**src/hw/rtl/sdmec_pkg.sv**
```systemverilog
package sdmec_pkg;

	// field widths
	localparam int KEY_W   = 64;
	localparam int SCORE_W = 16;
	localparam int HALF_W  = 17;
	localparam int ENTRY_W = KEY_W + SCORE_W;

	// half size after reset
	localparam logic [HALF_W-1:0] HALF_RESET = 17'd65521;

	// command codes
	typedef logic [1:0] cmd_t;
	localparam cmd_t CMD_PROBE = 2'd0;
	localparam cmd_t CMD_STORE = 2'd1;
	localparam cmd_t CMD_CLEAR = 2'd2;

	// request item
	typedef struct packed {
		cmd_t                      cmd;
		logic                      white_to_move;
		logic [KEY_W-1:0]          position_key;
		logic signed [SCORE_W-1:0] eval_score;
	} req_t;

	// response item
	typedef struct packed {
		logic                      found;
		logic signed [SCORE_W-1:0] cached_score;
	} rsp_t;

endpackage

```
**src/hw/rtl/sdmec_mod.sv**
```systemverilog
module sdmec_mod #(
	parameter int DW = 17
) (
	input  logic                         clk,
	input  logic                         arst_n,
	input  logic                         start,
	input  logic [sdmec_pkg::KEY_W-1:0]  dividend,
	input  logic [DW-1:0]                divisor,
	output logic                         done,
	output logic [DW-1:0]                rem
);

	localparam int CNT_W = $clog2(sdmec_pkg::KEY_W);

	logic                        busy_q;
	logic                        done_q;
	logic [CNT_W-1:0]            cnt_q;
	logic [sdmec_pkg::KEY_W-1:0] dvd_q;
	logic [DW-1:0]               dvs_q;
	logic [DW-1:0]               rem_q;
	logic [DW:0]                 trial;
	logic [DW-1:0]               rem_nxt;

	// one restoring step: bring in the next dividend bit, subtract if it fits
	always_comb begin
		trial = {rem_q, dvd_q[sdmec_pkg::KEY_W-1]};
		if (trial >= {1'b0, dvs_q}) begin
			rem_nxt = DW'(trial - {1'b0, dvs_q});
		end else begin
			rem_nxt = trial[DW-1:0];
		end
	end

	// step control
	always_ff @(posedge clk or negedge arst_n) begin
		if (!arst_n) begin
			busy_q <= 1'b0;
			done_q <= 1'b0;
			cnt_q  <= '0;
		end else begin
			if (start) begin
				busy_q <= 1'b1;
				done_q <= 1'b0;
				cnt_q  <= '0;
			end else if (busy_q) begin
				cnt_q  <= cnt_q + 1'b1;
				done_q <= (cnt_q == CNT_W'(sdmec_pkg::KEY_W - 1));
				if (cnt_q == CNT_W'(sdmec_pkg::KEY_W - 1)) begin
					busy_q <= 1'b0;
				end
			end else begin
				done_q <= 1'b0;
			end
		end
	end

	// operand and partial remainder
	always_ff @(posedge clk) begin
		if (start) begin
			dvd_q <= dividend;
			dvs_q <= divisor;
			rem_q <= '0;
		end else if (busy_q) begin
			dvd_q <= {dvd_q[sdmec_pkg::KEY_W-2:0], 1'b0};
			rem_q <= rem_nxt;
		end
	end

	assign done = done_q;
	assign rem  = rem_q;

endmodule

```
**config.mk**
```make
export PLATFORM = sky130hd
export DESIGN_NAME = sdmec_mod
export DESIGN_NICKNAME = d
export VERILOG_FILES = /design/src/hw/rtl/sdmec_pkg.sv /design/src/hw/rtl/sdmec_mod.sv
export SDC_FILE = /design/constraint.sdc
export NUM_CORES = 1
export LEC_CHECK = 0
export BUFFER_PORTS_ARGS = -buffer_cell sky130_fd_sc_hd__buf_2
export CORE_MARGIN = 5
export CORE_UTILIZATION = 43
export DETAILED_ROUTE_END_ITERATION = 6
export PLACE_DENSITY = 0.75
export REMOVE_ABC_BUFFERS = 1
export SYNTH_ARGS = -nofsm -noshare
export SYNTH_HDL_FRONTEND = slang
export SYNTH_SLANG_ARGS = --single-unit
```
**constraint.sdc**
```tcl
create_clock -name clk -period 3.37 [get_ports clk]
set_input_delay 0.8425 -clock clk [delete_from_list [all_inputs] [get_ports clk]]
set_output_delay 0.8425 -clock clk [all_outputs]
set_load 0.1 [all_outputs]
```
=== Yosys cells after proc, flatten, opt, wreduce, memory -nomap -nowiden ===
Cells that the tools add are included.

* Input port bits: 84
* Flip-flop bits (word level): 106

* Eq/ne operators: 1
* Multiplexer cells: 10
* Reduce and logical (&&, ||, !) cells: 1
* Add/subtract/negate cells: 2
* Order comparisons: 1

{| class="wikitable"
|+ Operators with widths
! operator !! number
|-
| $mux 64 || 2
|-
| $ge 18x17->1 || 1
|-
| $mux 17 || 1
|-
| $sub 17x17->17 || 1
|-
| $mux 6 || 2
|-
| $add 6x1->6 const B || 1
|-
| $eq 6x6->1 const B || 1
|-
| $mux 1 || 5
|-
| $reduce_bool 2->1 || 1
|}

=== Depth between registers and ports, before layout ===
Gate-level depths: netlist of run 1.

* Depth after elaboration: 4
* Gate-level depth with buffers: 13
* Mapped depth without buffers: 11

=== Worst setup path before layout of run 1 ===
No wires, ideal clock.

* Path kind: reg2reg
* Start point: register rem_q[1], in the netlist rem[1]
* End point: register rem_q[14], in the netlist rem[14]
* Buffers on the path: 2
* Stages on the path, launching flop included: 11
* Path slack: 0.172 ns
* Required time: 3.284 ns
* Setup time: 0.086 ns
* Data arrival time: 3.112 ns
* Path through: dfxtp_1 > ha_1 > a211oi_2 > o21ai_2 > o2111ai_4 > a31oi_1 > a2111o_1 > buf_6 > buf_6 > mux2i_1 > a211oi_1

* Word-level cells in the longest chain between the ends: 2

{| class="wikitable"
|+ RTL lines
! element !! line !! source
|-
| start, declared || sdmec_mod.sv:20 || <nowiki>logic [DW-1:0] rem_q;</nowiki>
|-
| start signal, assigned || sdmec_mod.sv:65 || <nowiki>rem_q <= rem_nxt;</nowiki>
|-
| $sub 17x17->17 or $ge 18x17->1 (tied branches) || sdmec_mod.sv:28, sdmec_mod.sv:27 ||
|-
| $mux 17 * || sdmec_mod.sv:27 || <nowiki>if (trial >= {1'b0, dvs_q}) begin</nowiki>
|}

Mark *: on every way between the ends. The rest lies on a longest branch, timed or not.
A chain may end at the register's enable or synchronous reset.

=== Worst setup path after layout of run 1 ===
* Start point: register dvd_q[63] (netlist bit)
* End point: register rem_q[5], in the netlist rem[5]

* Word-level cells in the longest chain between the ends: 2

{| class="wikitable"
|+ RTL lines
! element !! line !! source
|-
| start, declared || sdmec_mod.sv:18 || <nowiki>logic [sdmec_pkg::KEY_W-1:0] dvd_q;</nowiki>
|-
| start signal, assigned || sdmec_mod.sv:60 || <nowiki>dvd_q <= dividend;</nowiki>
|-
| start signal, assigned || sdmec_mod.sv:64 || <nowiki>dvd_q <= {dvd_q[sdmec_pkg::KEY_W-2:0], 1'b0};</nowiki>
|-
| $sub 17x17->17 or $ge 18x17->1 (tied branches) || sdmec_mod.sv:28, sdmec_mod.sv:27 ||
|-
| $mux 17 * || sdmec_mod.sv:27 ||
|}

Marked as above.

==> reports/results.txt, run 1 <==
status -> finished clean
Syn Area/Cell -> 13.08 sq um
CP arrival -> 3.39 ns
Yosys top cell by area -> edfxtp_1
Achievable Freq -> 320.0 MHz
Worst-path clk slew -> 0.07 ns
GRT busiest layer -> met2
Layout area overhead -> 18.83%
Period minus WS final -> 3.125 ns
total CTS buffers -> 9
IO buf count -> 101
initial core utilization -> 43.76%
Startpoint Class -> flip-flop
reg2reg end -> rem[5]$_SDFFE_PP0P_
Core ar. -> 12,010 sq um
IO Pins -> 102
GR Overflow Total -> 0
Synth Register Bits -> 106
PD cells -> 801.6 nW/um^2
gpl congestion -> 0.8605
CP endpoint kind -> flip-flop
DRC violations left -> 0
htree depth -> 3
antenna viol nets, final -> 0
wirelength, routed -> 10,220 um
Synth area leaders -> edfxtp_1 46%, mux2_2 14%, dfxtp_1 6.5%, ha_1 4.3%, dfrtp_1 3.8%
asr flop ratio synth -> 7.547%
Hold WS -> 0.3187 ns
CP max FO -> 11
final setup vio count -> 0
CTS tree -> built
post-synthesis sequential area ratio -> 56.56%
Clock Tree Buf Depth -> 2
Critical R2R Launch -> dvd_q[63]$_DFFE_PP_
max-slew violation count -> 0
grt met3 use -> 7.297%
vias in the first global route -> 3,555
overall power -> 5.007 mW
slew margin rel. -> 60.52%
Layout Skew -> 0.007720 ns
mean routed wirelength per cell -> 15.62 um
final worst-path cycle share -> 92.72%
Worst Path Class, Setup -> reg -> reg
dpl cell area -> 5932 sq um
DRT Pass-1 Iters -> 5
largest net degree at the start of global routing -> 66
r2r worst-path depth -> 12
Final TNS setup -> 0 ns
Die Span Y -> 120.6 um
Crit path required time -> 3.64 ns
worst vdd rail ir drop -> 378.4 uV
Die X -> 120.6 um
global-route met2 utilization -> 23.72%
met1 Use GR -> 17.19%
Sink Count -> 106
layout cells sized above 1 -> 37.87%
routed vias/inst -> 5.235
Post-Syn Area -> 5256 sq um
r2r setup slk -> 0.25 ns
RSZ-0062 raised after global routing -> no
Yosys top cell area share -> 46.27%
Yosys cell types -> 47
Max-cap violations -> 0
Total Die Area -> 14,530 sq um
number of synthesized flops with an enable pin -> 81
Root Buffer -> clkbuf_16
Site Rows -> 40
fin area -> 6246 sq um
Vias -> 3,424
first-pass GRT wire length -> 16,970 um
Hold Path Class -> in -> async
GR Util All Layers -> 14.46%
ys flop type -> edfxtp_1
actual slew at the worst max-slew pin -> 0.5914 ns
fin nets -> 605
hpwl dp -> 7412 um
initial drt markers -> 162
Syn. warnings -> 0
P_leak -> 2.673 nW
final hold viol count -> 0
diodes inserted -> 0
initial antenna violation count -> 2
quantity of hold-fixing buffers added after cts -> 0
Final Util -> 52.00%
Worst-Skew Late Latency -> 0.35 ns
Cells after Synth -> 402
==> what timing repair did <==
item                                    in CTS  in global routing
buffers inserted                             0                  0
gates resized for setup                      0                  0
endpoints found under the setup margin       0                  5
==> cell families after synthesis <==
family | after synthesis | share of synthesized area (%)
simple gates | 73 | 6.594
compound gates | 69 | 9.712
xor+xnor | 16 | 2.666
flops | 106 | 56.56
fa+ha+maj | 19 | 4.666
buf+inv | 40 | 3.142
mux | 79 | 16.66
==> cell usage after synthesis (9+ instances only) <==
cell type and count:
edfxtp_1 81, dfxtp_1 17, nand2_1 13, mux2_2 64, xor2_1 9, inv_1 23
a211oi_1 13, nor2_1 32, o21ai_0 9, ha_1 18, mux2i_1 14, a21oi_1 10
a21o_1 9
==> how the worst max path moves through the flow <==
| stage | endpoint | depth (start not counted) | start |
|---|---|---|---|
| final | rem[5]$_SDFFE_PP0P_ | 12 | dvd_q[63]$_DFFE_PP_ |
| after CTS | rem[5]$_SDFFE_PP0P_ | 12 | dvd_q[63]$_DFFE_PP_ |
| after global placement | rem[14]$_SDFFE_PP0P_ | 12 | dvd_q[63]$_DFFE_PP_ |
| after detailed placement | rem[12]$_SDFFE_PP0P_ | 12 | dvd_q[63]$_DFFE_PP_ |
| after floorplan | rem[2]$_SDFFE_PP0P_ | 8 | rem[1]$_SDFFE_PP0P_ |
| after global routing | rem[5]$_SDFFE_PP0P_ | 12 | dvd_q[63]$_DFFE_PP_ |
==> routing by layer <==
layer	wire, um	up-vias
met2	4826	90
met5	19	-
li1	-	1700
met1	4384	1621
met3	909	9
met4	76	4
==> stage by stage <==
step	setup WS, ns	cells
floorplan	-0.03872	385
global placement	0.2867	638
detailed placement	0.2168	638
CTS	0.1760	654
global route	0.003673	654
finish	0.2452	654
==> area by class of cell <==
class                   instances  area (sq um)
multi-input cells             256          2118
repair buffers                106         570.5
flip-flops and latches        106          2973
fillers                      1068          5766
clock inverters                 7         88.84
well taps                     147         183.9
clock buffers                   9         225.2
inverters                      23         86.33
==> worst max-delay path, cell delays in order, from the launching register on <==
cell	delay, ns
edfxtp_1	0.40
inv_1	0.07
ha_1	0.16
inv_1	0.05
fa_1	0.42
a211oi_2	0.26
o21ai_2	0.13
o2111ai_4	0.25
a31oi_1	0.15
a2111o_1	0.51
buf_4	0.26
mux2i_1	0.14
a211oi_1	0.23
==> state kept, by name (all words and copies together) (netlist names) <==
register  flops
cnt_q         6
dvs_q        17
done          1
rem          17
busy_q        1
dvd_q        64
==> cells in the final DEF (no fill, tap or decap), types with 3 or more instances in the layout <==
cell / Yosys / final
buf_2: 0 / 100
edfxtp_1: 81 / 81
mux2_2: 64 / 64
nor2_1: 32 / 32
inv_1: 23 / 22
ha_1: 18 / 18
dfxtp_1: 17 / 17
mux2i_1: 14 / 14
nand2_1: 13 / 13
a211oi_1: 13 / 13
a21oi_1: 10 / 10
o21ai_0: 9 / 9
a21o_1: 9 / 9
xor2_1: 9 / 9
clkbuf_16: 0 / 9
dfrtp_1: 8 / 8
xnor2_1: 7 / 7
nor2b_1: 6 / 6
a31oi_1: 6 / 6
nand2b_1: 5 / 5
nor3_1: 5 / 5
buf_4: 0 / 4
and2_1: 3 / 3
o21a_1: 3 / 3
==> where the power goes <==
group	switching (mW)	internal, mW
logic	1.44	0.721
clock network	0.499	0.592
registers	0.140	1.62
Power figures use the tool's default switching activity.
==> run 2, diff against run 1 <==
ABC_AREA = 1   (was not set)
PLACE_DENSITY = 0.74   (was 0.75)
==> run 2 against run 1 <==
Against the previous run: flip-flop and latch count did not move; final cell count up 47%; worst hold slack gained 0.0030 ns; die area increased by 8.3%; synthesized cell count rose by 70%; clock skew is 0.0013 ns lower; wire length grew 24%; non-clock buffer count increased by 1; total power grew 5.5%; setup slack better by 0.77 ns; first-iteration DRC count rose by 83%; clock power increased by 5%; critical endpoint is now dvd_q[55]$_DFFE_PP_; highest routed layer unchanged.
==> reports/results.txt, run 2 <==
most frequent cell after synthesis -> nand2_1
initial core utilization -> 43.62%
Yosys top cell by area -> edfxtp_1
Site Rows -> 42
Layout Skew -> 0.006435 ns
CP max FO -> 28
GR Util All Layers -> 16.59%
Worst Path Class, Setup -> in -> reg
final worst-path cycle share -> 70.00%
Final TNS setup -> 0 ns
Syn Area/Cell -> 8.378 sq um
Worst-Skew Late Latency -> 0.35 ns
initial drt markers -> 297
Hold Path Class -> in -> async
final hold viol count -> 0
layout cells sized above 1 -> 20.84%
first-pass GRT wire length -> 21,290 um
CP endpoint kind -> flip-flop
GR Overflow Total -> 0
worst vdd rail ir drop -> 400.3 uV
IO buf count -> 101
asr flop ratio synth -> 7.547%
htree depth -> 3
dpl cell area -> 6410 sq um
routed vias/inst -> 4.743
commonest cells after routing, fill and taps aside -> 309 x nand2_1, 101 x buf_2, 81 x edfxtp_1, 80 x inv_1, 45 x nand3_1
post-CTS sizing -> 0
final setup vio count -> 0
Root Buffer -> clkbuf_16
max-slew violation count -> 0
mean routed wirelength per cell -> 13.15 um
CTS tree -> built
gpl congestion -> 0.8814
Post-Syn Area -> 5730 sq um
Clock Tree Buf Depth -> 2
Syn. warnings -> 0
placed cells -> 948
DRT Pass-1 Iters -> 5
Period minus WS final -> 2.359 ns
P_leak -> 3.495 nW
actual slew at the worst max-slew pin -> 0.8580 ns
DRC violations left -> 0
Worst-path clk slew -> 0.07 ns
Setup Fix Bufs, Post-CTS -> 0
ys flop type -> edfxtp_1
quantity of hold-fixing buffers added after cts -> 0
Hold WS -> 0.3217 ns
Crit path required time -> 3.47 ns
Synth area leaders -> edfxtp_1 42%, nand2_1 20%, dfxtp_1 5.9%, inv_1 5.2%, ha_1 3.9%
fin nets -> 886
Max-cap violations -> 0
largest net degree at the start of global routing -> 83
fin cells -> 964
PD cells -> 783.8 nW/um^2
Die Span Y -> 125.4 um
number of synthesized flops with an enable pin -> 81
commonest non-fill, non-tap cell in the layout -> nand2_1
CP arrival -> 2.46 ns
vias in the first global route -> 4,525
Cells after Synth -> 684
post-synthesis sequential area ratio -> 51.88%
Die X -> 125.4 um
Yosys top cell area share -> 42.45%
Startpoint Class -> input port
Layout area overhead -> 17.55%
Total Die Area -> 15,740 sq um
Post-synth top cells -> 309 x nand2_1, 81 x edfxtp_1, 80 x inv_1
IO Pins -> 102
Achievable Freq -> 423.9 MHz
Sink Count -> 106
wirelength, routed -> 12,670 um
fin area -> 6736 sq um
status -> finished clean
RSZ-0062 raised after global routing -> no
Core ar. -> 13,140 sq um
Yosys cell types -> 40
total CTS buffers -> 9
initial antenna violation count -> 1
hpwl dp -> 9351 um
slew margin rel. -> 42.59%
Vias -> 4,572
antenna viol nets, final -> 0
Reg with most FFs -> dvd_q
Largest register FFs -> 64
Synth Register Bits -> 106
==> run 2: final timing paths <==
| kind | cells past startpoint | from | to | slack (ns) |
|---|---|---|---|---|
| setup / recovery | 4 | start | dvd_q[55]$_DFFE_PP_ | 1.01 |
| hold / removal | 1 | arst_n | done$_DFF_PN0_ | 0.32 |
| setup reg to reg | 3 | busy_q$_DFF_PN0_ | dvd_q[55]$_DFFE_PP_ | 1.16 |
| hold reg to reg | 2 | rem[14]$_SDFFE_PP0P_ | rem[14]$_SDFFE_PP0P_ | 0.49 |
| max in group asynchronous | 1 | arst_n | cnt_q[2]$_DFFE_PN0P_ | 2.88 |
| min in group clk | 2 | rem[14]$_SDFFE_PP0P_ | rem[14]$_SDFFE_PP0P_ | 0.49 |
==> run 2: critical path, cell delays in order <==
cell,delay (ns)
buf_2,0.13
nor2_1,0.65
inv_2,0.50
buf_4,0.34
==> run 2: layout make-up <==
class                      count  area, sq um
clock buffer                   9        225.2
inverter                      86        322.8
tap                          176        220.2
multi-input combinational    473         2331
fill                        1281         6401
sequential                   106         2973
antenna                        1        2.502
clock inverter                 6        98.84
timing repair buffer         107        563.0
==> run 2: kinds of logic (layout without fill, tap and decap cells) <==
group	Yosys count	count (layout)	synth area share, %
compound gates	29	29	2.773
xor+xnor	7	7	1.070
fa+ha+maj	19	19	4.280
buf+inv	105	208	7.445
flops	106	106	51.88
other cells	0	1	0
simple gates	418	418	32.55
==> run 2: stage by stage <==
step                      utilization (%)  power, mW  setup WS, ns
after floorplan                         -      3.674      -0.09478
after global placement              48.79      4.126        0.6771
after detailed placement            48.79      4.156        0.6405
after CTS                           51.26      5.313         1.026
after global routing                51.26      5.630        0.9408
final                               51.28      5.280         1.011
==> run 2: metal layers <==
metal,global-route usage (%),up-vias,wire length [um]
li1,-,2366,-
met1,21.33,2058,5600
met2,27.63,131,6022
met3,4.733,15,876
met4,4.273,2,165
met5,0,-,7
==> run 2: power breakdown <==
| group | switching (mW) | internal, mW | leakage [nW] | total, mW |
|---|---|---|---|---|
| Clock | 0.482 | 0.660 | 0.156 | 1.14 |
| Combinational | 1.75 | 0.675 | 2.22 | 2.42 |
| Sequential | 0.117 | 1.60 | 1.12 | 1.72 |
==> run 3, diff against run 2 <==
clock period = 2.25 ns   (was 3.37 ns; I/O delays follow)
==> run 3 against run 2 <==
Against the previous run: flip-flop and latch count did not move; highest routed layer unchanged; first-iteration DRC count is 2.4% lower; total power rose by 48%; sequential power increased by 50%; non-clock buffer count rose by 5; worst hold slack worse by 0.28 ns; critical path type is now reg -> reg.
==> reports/results.txt, run 3 (same netlist as run 2, synthesis figures left out) <==
slew margin rel. -> 66.85%
CP arrival -> 2.32 ns
Layout area overhead -> 17.99%
GR Util All Layers -> 16.48%
Clock Tree Buf Depth -> 2
CTS tree -> built
DRT Pass-1 Iters -> 5
r2r worst-path depth -> 11
IO buf count -> 101
GR Overflow Total -> 0
layout cells sized above 1 -> 21.06%
Final TNS setup -> 0 ns
Site Rows -> 42
Die Span Y -> 125.4 um
Sink Count -> 106
final setup vio count -> 0
dpl cell area -> 6457 sq um
overall power -> 7.790 mW
final hold viol count -> 0
Startpoint Class -> flip-flop
placed cells -> 951
hpwl dp -> 9346 um
Period minus WS final -> 2.049 ns
Total Die Area -> 15,740 sq um
vias in the first global route -> 4,491
worst vdd rail ir drop -> 620.3 uV
Reg with most FFs -> dvd_q
fin area -> 6761 sq um
Vias -> 4,592
RSZ-0062 raised after global routing -> no
Die X -> 125.4 um
initial antenna violation count -> 2
routed vias/inst -> 4.739
Layout Skew -> 0.005224 ns
fin nets -> 891
IO Pins -> 102
Core ar. -> 13,140 sq um
Achievable Freq -> 487.9 MHz
DRC violations left -> 0
antenna viol nets, final -> 0
diodes inserted -> 0
initial core utilization -> 43.62%
gpl congestion -> 0.8730
fin cells -> 969
actual slew at the worst max-slew pin -> 0.5006 ns
mean routed wirelength per cell -> 13.02 um
Largest register FFs -> 64
P_leak -> 3.498 nW
CP endpoint kind -> flip-flop
final worst-path cycle share -> 91.09%
commonest cells after routing, fill and taps aside -> 309 x nand2_1, 101 x buf_2, 81 x edfxtp_1, 80 x inv_1, 45 x nand3_1
PD cells -> 1152 nW/um^2
Hold Path Class -> in -> async
CP max FO -> 19
max-slew violation count -> 0
Max-cap violations -> 0
Worst-Skew Late Latency -> 0.35 ns
Root Buffer -> clkbuf_16
commonest non-fill, non-tap cell in the layout -> nand2_1
status -> finished clean
Worst-path clk slew -> 0.07 ns
first-pass GRT wire length -> 21,080 um
Crit path required time -> 2.52 ns
Worst Slack Setup Final -> 0.2006 ns
Hold WS -> 0.04341 ns
Placement Setup Slack -> 0.1868 ns
Worst Path Class, Setup -> reg -> reg
initial drt markers -> 290
htree depth -> 3
Final Util -> 51.47%
quantity of hold-fixing buffers added after cts -> 0
total CTS buffers -> 9
largest net degree at the start of global routing -> 69
wirelength, routed -> 12,610 um
## run 3: cell count changes in the layout (fill, tap and decap cells not counted), sizes merged
cell,change
buf,+5
bufinv,-2
clkbuf,+1
clkinv,+3
clkinvlp,-1
diode,-1
## run 3: timing repair
item,CTS,global route
setup buffers,0,2
endpoints found under the setup margin,0,2
resized for setup,0,1
hold endpoints to repair,0,0
## run 3: worst max-delay path: stages, from the launching register on
cell,delay [ns]
edfxtp_1,0.37
inv_1,0.08
ha_1,0.14
inv_1,0.07
fa_1,0.43
nand3_1,0.15
nand3_2,0.15
nand2_8,0.19
nand2_8,0.15
nand2_1,0.09
nand3_1,0.06
o21ai_0,0.09
## run 3: layer usage
| layer | wire length [um] | share of wire, % | global-route usage [%] | up-vias |
|---|---|---|---|---|
| met3 | 952 | 7.5 | 5.672 | 15 |
| met5 | 25 | 0.20 | 0 | - |
| met2 | 5907 | 47 | 26.97 | 152 |
| met4 | 141 | 1.1 | 4.337 | 4 |
| met1 | 5586 | 44 | 20.95 | 2037 |
| li1 | - | - | - | 2384 |
## run 3: final cells by class
cell class	count	area, sq um
sequential	106	2973
clock buffer	10	229.0
fill	1289	6376
timing repair buffer	112	638.1
inverter	86	322.8
multi-input combinational	473	2340
tap	176	220.2
clock inverter	6	38.79
## run 3: worst paths after layout
| path | startpoint | endpoint | slack (ns) |
|---|---|---|---|
| worst max-delay path | dvd_q[63]$_DFFE_PP_ | rem[2]$_SDFFE_PP0P_ | 0.20 |
| worst min-delay path | arst_n | done$_DFF_PN0_ | 0.04 |
| worst max register to register | dvd_q[63]$_DFFE_PP_ | rem[2]$_SDFFE_PP0P_ | 0.20 |
| worst min register to register | rem[13]$_SDFFE_PP0P_ | rem[13]$_SDFFE_PP0P_ | 0.49 |
| max in group asynchronous | arst_n | cnt_q[2]$_DFFE_PN0P_ | 2.04 |
| min in group clk | divisor[10] | dvs_q[10]$_DFFE_PP_ | 0.38 |
## run 3: report_power, final
| group | switching [mW] | internal (mW) |
|---|---|---|
| clock | 0.712 | 0.754 |
| combinational | 2.64 | 1.11 |
| sequential | 0.180 | 2.40 |
| total | 3.53 | 4.26 |
